===== src/hdl/dark_flat_pixel_calibration_unit_defines.svh =====
// ----------------------------------------------------------------------------
// Assertion macros for the dark/flat pixel calibration unit
// Same-cycle and next-cycle implication checks on clk, gated by rst_n.
// ----------------------------------------------------------------------------
`ifndef DARK_FLAT_PIXEL_CALIBRATION_UNIT_DEFINES_SVH
`define DARK_FLAT_PIXEL_CALIBRATION_UNIT_DEFINES_SVH

// antecedent and consequent in the same cycle
`define DFPC_ASSERT_NOW(lbl, ante, cons, msg) \
  lbl: assert property (@(posedge clk) disable iff (!rst_n) (ante) |-> (cons)) \
    else $error(msg);

// consequent in the cycle after the antecedent
`define DFPC_ASSERT_NEXT(lbl, ante, cons, msg) \
  lbl: assert property (@(posedge clk) disable iff (!rst_n) (ante) |=> (cons)) \
    else $error(msg);

`endif


===== src/hdl/dfpc_pkg.sv =====
// ----------------------------------------------------------------------------
// dfpc_pkg
// Shared types and constants of the dark/flat pixel calibration unit.
// ----------------------------------------------------------------------------
`timescale 1ns / 1ps

package dfpc_pkg;

  localparam int CFG_AW = 3;   // two 32-bit registers at byte addresses 0 and 4
  localparam int CFG_DW = 32;

  // register indexes, taken from paddr[2]
  localparam logic REG_CHROMA_PLANE = 1'b0;
  localparam logic REG_DIV_SCALE    = 1'b1;

  localparam logic [15:0] DIV_SCALE_RST = 16'd255;

  localparam logic CMD_SUBTRACT = 1'b0;
  localparam logic CMD_DIVIDE   = 1'b1;

  typedef struct packed {
    logic       command;
    logic [7:0] pixel_a;
    logic [7:0] pixel_b;
    logic       end_of_frame;
  } in_word_t;

  typedef struct packed {
    logic [7:0] pixel_out;
    logic       end_of_frame_out;
  } out_word_t;

  typedef struct packed {
    logic        chroma_plane;
    logic [15:0] div_scale;
  } cfg_t;

  // word travelling down the pipeline
  typedef struct packed {
    logic        command;
    logic        chroma;
    logic        neg;     // chroma divide with pixel below centre
    logic        eof;
    logic [7:0]  b;       // divisor
    logic [9:0]  diff;    // subtract result, two's complement
    logic [23:0] mag;     // dividend magnitude
    logic [7:0]  rem;
    logic [7:0]  quo;
    logic        ovf;     // quotient above 255
  } pipe_t;

endpackage


===== src/hdl/dfpc_cfg.sv =====
// ----------------------------------------------------------------------------
// dfpc_cfg
// APB register file: chroma_plane and div_scale.
// ----------------------------------------------------------------------------
`timescale 1ns / 1ps

module dfpc_cfg (
  input  logic                          clk,
  input  logic                          rst_n,
  input  logic                          psel,
  input  logic                          penable,
  input  logic                          pwrite,
  input  logic [dfpc_pkg::CFG_AW-1:0]   paddr,
  input  logic [dfpc_pkg::CFG_DW-1:0]   pwdata,
  output logic [dfpc_pkg::CFG_DW-1:0]   prdata,
  output logic                          pready,
  output dfpc_pkg::cfg_t                cfg
);

  logic        chroma_r;
  logic [15:0] scale_r;
  logic        wr_en;

  assign wr_en  = psel & penable & pwrite;
  assign pready = 1'b1;

  always_ff @(posedge clk) begin
    if (!rst_n) begin
      chroma_r <= 1'b0;
      scale_r  <= dfpc_pkg::DIV_SCALE_RST;
    end else if (wr_en) begin
      case (paddr[2])
        dfpc_pkg::REG_CHROMA_PLANE: chroma_r <= pwdata[0];
        dfpc_pkg::REG_DIV_SCALE:    scale_r  <= pwdata[15:0];
        default: ;
      endcase
    end
  end

  always_comb begin
    case (paddr[2])
      dfpc_pkg::REG_CHROMA_PLANE: prdata = {31'd0, chroma_r};
      dfpc_pkg::REG_DIV_SCALE:    prdata = {16'd0, scale_r};
      default:                    prdata = '0;
    endcase
  end

  assign cfg.chroma_plane = chroma_r;
  assign cfg.div_scale    = scale_r;

endmodule


===== src/hdl/dfpc_mul.sv =====
// ----------------------------------------------------------------------------
// dfpc_mul
// Entry stage: subtract path and the 8x16 scale product.
// ----------------------------------------------------------------------------
`timescale 1ns / 1ps

module dfpc_mul (
  input  logic               clk,
  input  logic               rst_n,
  input  dfpc_pkg::cfg_t     cfg,
  input  logic               in_valid,
  output logic               in_ready,
  input  dfpc_pkg::in_word_t in_data,
  output logic               out_valid,
  input  logic               out_ready,
  output dfpc_pkg::pipe_t    out_data
);

  logic            v_r;
  dfpc_pkg::pipe_t d_r;
  dfpc_pkg::pipe_t d_nxt;
  logic [7:0]      abs_c;
  logic [7:0]      mul_op;

  assign in_ready = !v_r || out_ready;

  always_comb begin
    // distance from the chroma centre, at most 128
    abs_c  = in_data.pixel_a[7] ? {1'b0, in_data.pixel_a[6:0]}
                                : 8'd128 - in_data.pixel_a;
    mul_op = cfg.chroma_plane ? abs_c : in_data.pixel_a;

    d_nxt         = '0;
    d_nxt.command = in_data.command;
    d_nxt.chroma  = cfg.chroma_plane;
    d_nxt.neg     = cfg.chroma_plane & ~in_data.pixel_a[7];
    d_nxt.eof     = in_data.end_of_frame;
    d_nxt.b       = in_data.pixel_b;
    d_nxt.diff    = {2'b00, in_data.pixel_a} - {2'b00, in_data.pixel_b}
                  + (cfg.chroma_plane ? 10'd128 : 10'd0);
    d_nxt.mag     = {16'd0, mul_op} * {8'd0, cfg.div_scale};
  end

  always_ff @(posedge clk) begin
    if (!rst_n) begin
      v_r <= 1'b0;
    end else if (in_ready) begin
      v_r <= in_valid;
    end
  end

  always_ff @(posedge clk) begin
    if (in_ready && in_valid) begin
      d_r <= d_nxt;
    end
  end

  assign out_valid = v_r;
  assign out_data  = d_r;

endmodule


===== src/hdl/dfpc_div.sv =====
// ----------------------------------------------------------------------------
// dfpc_div
// Two-stage restoring divider, four quotient bits per stage.
// ----------------------------------------------------------------------------
`timescale 1ns / 1ps
`include "dark_flat_pixel_calibration_unit_defines.svh"

module dfpc_div (
  input  logic            clk,
  input  logic            rst_n,
  input  logic            in_valid,
  output logic            in_ready,
  input  dfpc_pkg::pipe_t in_data,
  output logic            out_valid,
  input  logic            out_ready,
  output dfpc_pkg::pipe_t out_data
);

  logic            v2_r, v3_r;
  logic            rdy2, rdy3;
  dfpc_pkg::pipe_t d2_r, d3_r;
  dfpc_pkg::pipe_t d2_nxt, d3_nxt;

  // one restoring step: returns {quotient bit, new remainder}
  function automatic logic [8:0] div_step(input logic [7:0] rem, input logic nb,
                                          input logic [7:0] dvs);
    logic [8:0] trial;
    logic [8:0] sub;
    begin
      trial = {rem, nb};
      sub   = trial - {1'b0, dvs};
      if (trial >= {1'b0, dvs}) begin
        return {1'b1, sub[7:0]};
      end
      return {1'b0, trial[7:0]};
    end
  endfunction

  assign rdy3     = !v3_r || out_ready;
  assign rdy2     = !v2_r || rdy3;
  assign in_ready = rdy2;

  always_comb begin
    logic [8:0] st;
    d2_nxt     = in_data;
    // quotient fits 8 bits only if the top 16 bits stay below the divisor
    d2_nxt.ovf = in_data.mag[23:8] >= {8'd0, in_data.b};
    d2_nxt.rem = in_data.mag[15:8];
    d2_nxt.quo = '0;
    for (int i = 0; i < 4; i++) begin
      st         = div_step(d2_nxt.rem, in_data.mag[7-i], in_data.b);
      d2_nxt.rem = st[7:0];
      d2_nxt.quo = {d2_nxt.quo[6:0], st[8]};
    end
  end

  always_comb begin
    logic [8:0] st;
    d3_nxt = d2_r;
    for (int i = 0; i < 4; i++) begin
      st         = div_step(d3_nxt.rem, d2_r.mag[3-i], d2_r.b);
      d3_nxt.rem = st[7:0];
      d3_nxt.quo = {d3_nxt.quo[6:0], st[8]};
    end
  end

  always_ff @(posedge clk) begin
    if (!rst_n) begin
      v2_r <= 1'b0;
      v3_r <= 1'b0;
    end else begin
      if (rdy2) v2_r <= in_valid;
      if (rdy3) v3_r <= v2_r;
    end
  end

  always_ff @(posedge clk) begin
    if (rdy2 && in_valid) d2_r <= d2_nxt;
    if (rdy3 && v2_r)     d3_r <= d3_nxt;
  end

  assign out_valid = v3_r;
  assign out_data  = d3_r;

  `DFPC_ASSERT_NOW(a_rem_below_div, v2_r && !d2_r.ovf && d2_r.b != 8'd0,
                   d2_r.rem < d2_r.b, "partial remainder not below divisor")
  `DFPC_ASSERT_NOW(a_quo_exact, v3_r && !d3_r.ovf && d3_r.b != 8'd0,
                   d3_r.mag == ({16'd0, d3_r.quo} * {16'd0, d3_r.b}
                                + {16'd0, d3_r.rem}),
                   "quotient and remainder do not rebuild the dividend")

endmodule


===== src/hdl/dfpc_out.sv =====
// ----------------------------------------------------------------------------
// dfpc_out
// Final stage: plane offset, saturation and the output register.
// ----------------------------------------------------------------------------
`timescale 1ns / 1ps
`include "dark_flat_pixel_calibration_unit_defines.svh"

module dfpc_out (
  input  logic                clk,
  input  logic                rst_n,
  input  logic                in_valid,
  output logic                in_ready,
  input  dfpc_pkg::pipe_t     in_data,
  output logic                out_valid,
  input  logic                out_ready,
  output dfpc_pkg::out_word_t out_data
);

  logic                v_r;
  dfpc_pkg::out_word_t d_r;
  dfpc_pkg::out_word_t d_nxt;
  logic [8:0]          qf;

  assign in_ready = !v_r || out_ready;

  always_comb begin
    qf = in_data.ovf ? 9'd256 : {1'b0, in_data.quo};
    d_nxt.end_of_frame_out = in_data.eof;
    if (in_data.command == dfpc_pkg::CMD_SUBTRACT) begin
      if (in_data.diff[9])      d_nxt.pixel_out = 8'd0;
      else if (in_data.diff[8]) d_nxt.pixel_out = 8'd255;
      else                      d_nxt.pixel_out = in_data.diff[7:0];
    end else if (in_data.b == 8'd0) begin
      d_nxt.pixel_out = 8'd255;
    end else if (!in_data.chroma) begin
      d_nxt.pixel_out = in_data.ovf ? 8'd255 : in_data.quo;
    end else if (in_data.neg) begin
      d_nxt.pixel_out = (qf > 9'd128) ? 8'd0 : 8'(9'd128 - qf);
    end else begin
      d_nxt.pixel_out = (qf > 9'd127) ? 8'd255 : 8'(9'd128 + qf);
    end
  end

  always_ff @(posedge clk) begin
    if (!rst_n) begin
      v_r <= 1'b0;
    end else if (in_ready) begin
      v_r <= in_valid;
    end
  end

  always_ff @(posedge clk) begin
    if (in_ready && in_valid) begin
      d_r <= d_nxt;
    end
  end

  assign out_valid = v_r;
  assign out_data  = d_r;

  `DFPC_ASSERT_NEXT(a_zero_div_full, in_valid && in_ready
                    && in_data.command == dfpc_pkg::CMD_DIVIDE && in_data.b == 8'd0,
                    out_data.pixel_out == 8'd255, "zero divisor not forced to full scale")

endmodule


===== src/hdl/dark_flat_pixel_calibration_unit.sv =====
// ----------------------------------------------------------------------------
// dark_flat_pixel_calibration_unit
// Per-pixel dark-frame subtract and flat-field divide for 8-bit planes.
// ----------------------------------------------------------------------------
// Usage:
//  - Input channel (in_valid/in_ready/in_data): one word per pixel holding
//    the command, raw pixel, reference pixel and frame-end flag.
//  - Output channel (out_valid/out_ready/out_data): one calibrated pixel
//    word per input word, in order, frame-end flag copied across.
//  - APB port: chroma_plane at 0x0, div_scale at 0x4; write only while idle.
//  - Four register stages: entry/multiply, two divider stages of four
//    quotient bits each, then saturation into the output register.
//    An accepted word is registered in each of these stages in turn.
//  - Throughput is one word per clock while out_ready holds; the 8-bit quotient is split over the
//    two divider stages, which sets the depth.
//  - A stalled receiver holds the output register; each stage refills only
//    when empty or draining, so bubbles collapse and nothing is dropped.
//  - Synchronous reset empties every stage and restores chroma_plane = 0,
//    div_scale = 255.
// ----------------------------------------------------------------------------
`timescale 1ns / 1ps
`include "dark_flat_pixel_calibration_unit_defines.svh"

module dark_flat_pixel_calibration_unit (
  input  logic                          clk,
  input  logic                          rst_n,
  // pixel input
  input  logic                          in_valid,
  output logic                          in_ready,
  input  dfpc_pkg::in_word_t            in_data,
  // calibrated output
  output logic                          out_valid,
  input  logic                          out_ready,
  output dfpc_pkg::out_word_t           out_data,
  // APB configuration
  input  logic                          psel,
  input  logic                          penable,
  input  logic                          pwrite,
  input  logic [dfpc_pkg::CFG_AW-1:0]   paddr,
  input  logic [dfpc_pkg::CFG_DW-1:0]   pwdata,
  output logic [dfpc_pkg::CFG_DW-1:0]   prdata,
  output logic                          pready
);

  dfpc_pkg::cfg_t  cfg;

  // stage hand-offs
  logic            mul_valid, mul_ready;
  dfpc_pkg::pipe_t mul_data;
  logic            div_valid, div_ready;
  dfpc_pkg::pipe_t div_data;

  dfpc_cfg u_cfg (
    .clk     (clk),
    .rst_n   (rst_n),
    .psel    (psel),
    .penable (penable),
    .pwrite  (pwrite),
    .paddr   (paddr),
    .pwdata  (pwdata),
    .prdata  (prdata),
    .pready  (pready),
    .cfg     (cfg)
  );

  // difference and scale product
  dfpc_mul u_mul (
    .clk       (clk),
    .rst_n     (rst_n),
    .cfg       (cfg),
    .in_valid  (in_valid),
    .in_ready  (in_ready),
    .in_data   (in_data),
    .out_valid (mul_valid),
    .out_ready (mul_ready),
    .out_data  (mul_data)
  );

  // magnitude quotient, overflow flagged above 255
  dfpc_div u_div (
    .clk       (clk),
    .rst_n     (rst_n),
    .in_valid  (mul_valid),
    .in_ready  (mul_ready),
    .in_data   (mul_data),
    .out_valid (div_valid),
    .out_ready (div_ready),
    .out_data  (div_data)
  );

  // centre offset, saturation, output register
  dfpc_out u_out (
    .clk       (clk),
    .rst_n     (rst_n),
    .in_valid  (div_valid),
    .in_ready  (div_ready),
    .in_data   (div_data),
    .out_valid (out_valid),
    .out_ready (out_ready),
    .out_data  (out_data)
  );

  // a draining output must open the whole pipe to new words
  `DFPC_ASSERT_NOW(a_ready_through, out_ready, in_ready,
                   "input blocked while output drains")

endmodule

===== config.mk =====
export PLATFORM = sky130hd
export DESIGN_NAME = dark_flat_pixel_calibration_unit
export DESIGN_NICKNAME = d
export VERILOG_FILES = /design/src/hdl/dfpc_pkg.sv /design/src/hdl/dfpc_cfg.sv /design/src/hdl/dfpc_mul.sv /design/src/hdl/dfpc_div.sv /design/src/hdl/dfpc_out.sv /design/src/hdl/dark_flat_pixel_calibration_unit.sv
export VERILOG_INCLUDE_DIRS = /design/src /design/src/hdl
export SDC_FILE = /design/constraint.sdc
export NUM_CORES = 1
export LEC_CHECK = 0
export BUFFER_PORTS_ARGS = -buffer_cell sky130_fd_sc_hd__buf_4
export CAP_MARGIN = 20
export CORE_MARGIN = 2
export CORE_UTILIZATION = 45
export CTS_BUF_LIST = sky130_fd_sc_hd__clkbuf_16
export CTS_CLUSTER_DIAMETER = 60
export DETAILED_ROUTE_END_ITERATION = 7
export SLEW_MARGIN = 20
export SYNTH_ARGS = -nofsm -noshare
export SYNTH_HDL_FRONTEND = slang
export SYNTH_SLANG_ARGS = --single-unit

===== constraint.sdc =====
create_clock -name clk -period 20.4 [get_ports clk]
set_input_delay 1.02 -clock clk [delete_from_list [all_inputs] [get_ports clk]]
set_output_delay 1.02 -clock clk [all_outputs]
set_load 0.005 [all_outputs]

==> results.yml <==
detailed_routing:
  wl_microns: 27700
  viasPerCell: 5.22
  dr.first_iter.drc_count: 463
  ant_nets: 0
  dr_total_vias: 9445
  first_pass_iters: 5
  wl_per_cell_microns: 15.3
  drc: 0
logic_synthesis:
  syn_inst: 1369
  synth_top_family_by_area: "adder cells"
  synthXorXnorAreaFrac_pct: 3.72
  synth_edf_count: 125
  avgSynthCellArea_sq_um: 9.64
  synth-simple-area-share_pct: 16.9
  ys_warn_count: 0
  synth_area_sq_um: 13200
  ys.flop_type: "edfxtp_1"
  synth_cell_types: 69
  synth-async-reset-ratio_pct: 0
  synthMuxAreaShare_pct: 2.73
  synth_compound_area_share_pct: 11.7
  synth_adder_area_share_pct: 26.2
  ys_seq_area_share_pct: 31.6
  ys_ff_latch: 146
die:
  rows: 62
  die_area_sq_um: 30700
  core_sq_um: 28800
  die_h_microns: 175
  io_pins: 104
  die_x_microns: 175
  floorplan.initialDensity_pct: 45.9
global_routing:
  grt-ovfl-total: 0
  grt_max_degree: 47
  grt_use_met2_pct: 33.6
  top_usage_layer: "met2"
  use_met3_pct: 2.49
  grt_pass1_vias: 9532
  use_met1_pct: 24.4
  grt_pass1_wl_microns: 47000
  antenna_found_initial: 0
  grt.total_usage_pct: 19.0
timing:
  setup_tns_ps: 0
  hold_violations: 0
  setup_violations: 0
  tightestPinTransition_ps: 1060
  grt_setup_unrepaired: "false"
  whs_ps: 412
  fin_crit_sh_pct: 46.2
  min_period_ps: 9420
  slew_headroom_pct: 29.4
  clock_skew_ps: 22.2
  fmax_ghz: 0.106
  drv_slew: 0
finish:
  final_common_cell: "inv_1"
  nets: 1695
  layout_common_cells: "inv_1 (162), nand2_1 (141), ha_1 (129)"
  n_antenna_cell: 0
  layout-drive-gt1-share_pct: 10.7
  utilization_pct: 50.9
  syn_to_final_growth_pct: 10.9
worst_setup_path:
  cp_data_arrival_time_ps: 9580
  worstPathRequired_ps: 20570
  slowest_stage: "or4_1"
  setup.worst_path.end_class: "register"
  slowest_delay_ps: 530
  cpMostUsedCell: "o21ai_0"
  path_buf_inv: 5
  crit_type: "register to register"
  path_delay_family: "compound AO/OA/AOI/OAI gates"
  critPathMaxFanout: 12
  cp-start-kind: "register"
placement:
  place_congestion: 0.829
  portBuffers: 68
  hpwl_microns: 21500
clock_network:
  cts_tree: "built"
  clockBufferDepth: 2
  insertion_delay_ps: 430
  htreeDepth: 4
  cts_resized: 0
  hold_buffers: 0
  clk_root_buffer_cell: "clkbuf_16"
  path_clk_slew_ps: 80
  cts_made_buffers: 17
  cts_sinks: 146
  post_cts_buffers: 0
run:
  cap_violations: 0
outcome:
  status: "complete, no violations"
hold_path:
  hold_class: "register to register"
[final timing paths]
path	start	endpoint	slack [ps]	depth (start not counted)
setup / recovery	u_mul.out_data[57]	u_div.d2_r[16]	10980	37
setup reg to reg	u_mul.out_data[57]	u_div.d2_r[16]	10980	37
hold reg to reg	u_mul.out_data[47]	u_div.d2_r[47]	410	0
hold / removal	u_mul.out_data[47]	u_div.d2_r[47]	410	0
[kinds of logic after synthesis]
group	after synthesis
xor+xnor	56
compound gates	233
mux	33
simple gates	450
fa+ha+maj	221
other cells	2
buf+inv	228
flops	146
[routing by layer]
metal,share of wire [%],wire [microns],vias to the layer above
met5,0,0,-
met4,1.6,447,0
met3,2.5,683,32
met2,52,14500,132
met1,44,12100,4555
li1,-,-,4726
[registers in the layout, summed over array words and instances (netlist names)]
register,count
u_mul.out_data,46
u_div.d2_r,39
u_div.out_data,31
u_cfg.scale_r,16
u_out.out_data,9
u_cfg.chroma_r,1
u_div.out_valid,1
u_div.v2_r,1
u_mul.out_valid,1
u_out.out_valid,1
[synthesized netlist by cell type (3+ instances only)]
master,number,area share (%)
a21o_1,22,1.3
clkbuf_1,30,0.85
o31ai_1,6,0.34
and2_1,43,2.0
xor2_1,15,1.0
fa_1,92,14
mux2i_1,9,0.68
nand2_1,141,4.0
nand4_1,12,0.57
o31a_1,6,0.40
o21a_1,15,0.85
a31oi_1,6,0.28
a21boi_0,15,0.85
o211ai_1,7,0.40
mux2_2,24,2.0
o21bai_1,4,0.23
nor2b_1,67,3.2
a21oi_1,62,2.4
or4_1,3,0.17
nand2b_1,24,1.1
or3_1,5,0.24
or2_2,6,0.28
ha_1,129,12
inv_1,162,4.6
edfxtp_1,125,28
o21ai_0,43,1.6
a211oi_1,9,0.51
nand3_1,22,0.83
nor3_1,25,0.95
o22a_1,6,0.40
buf_2,5,0.19
buf_1,9,0.26
xnor2_1,41,2.7
buf_4,19,1.1
nor4_1,6,0.28
nor2_1,83,2.4
dfxtp_1,21,3.2
[final cells by class]
type / count / area [sq um]
fillers: 2683 / 14100
multi-input cells: 1010 / 8200
flip-flops and latches: 146 / 4170
inverters: 164 / 618
repair buffers: 75 / 563
well taps: 384 / 480
clock buffers: 17 / 425
clock inverters: 15 / 178
[stage by stage]
stage               instances  cell area (sq um)  setup slack (ps)
floorplan                1384              13300             12480
global placement         1779              14000             11110
detailed placement       1779              14000             11010
CTS                      1811              14600             10990
global route             1811              14600             10190
finish                   1811              14600             10980
Power is not shown: default switching activity piles up to over one toggle a cycle in this logic, so the estimate is an artifact.
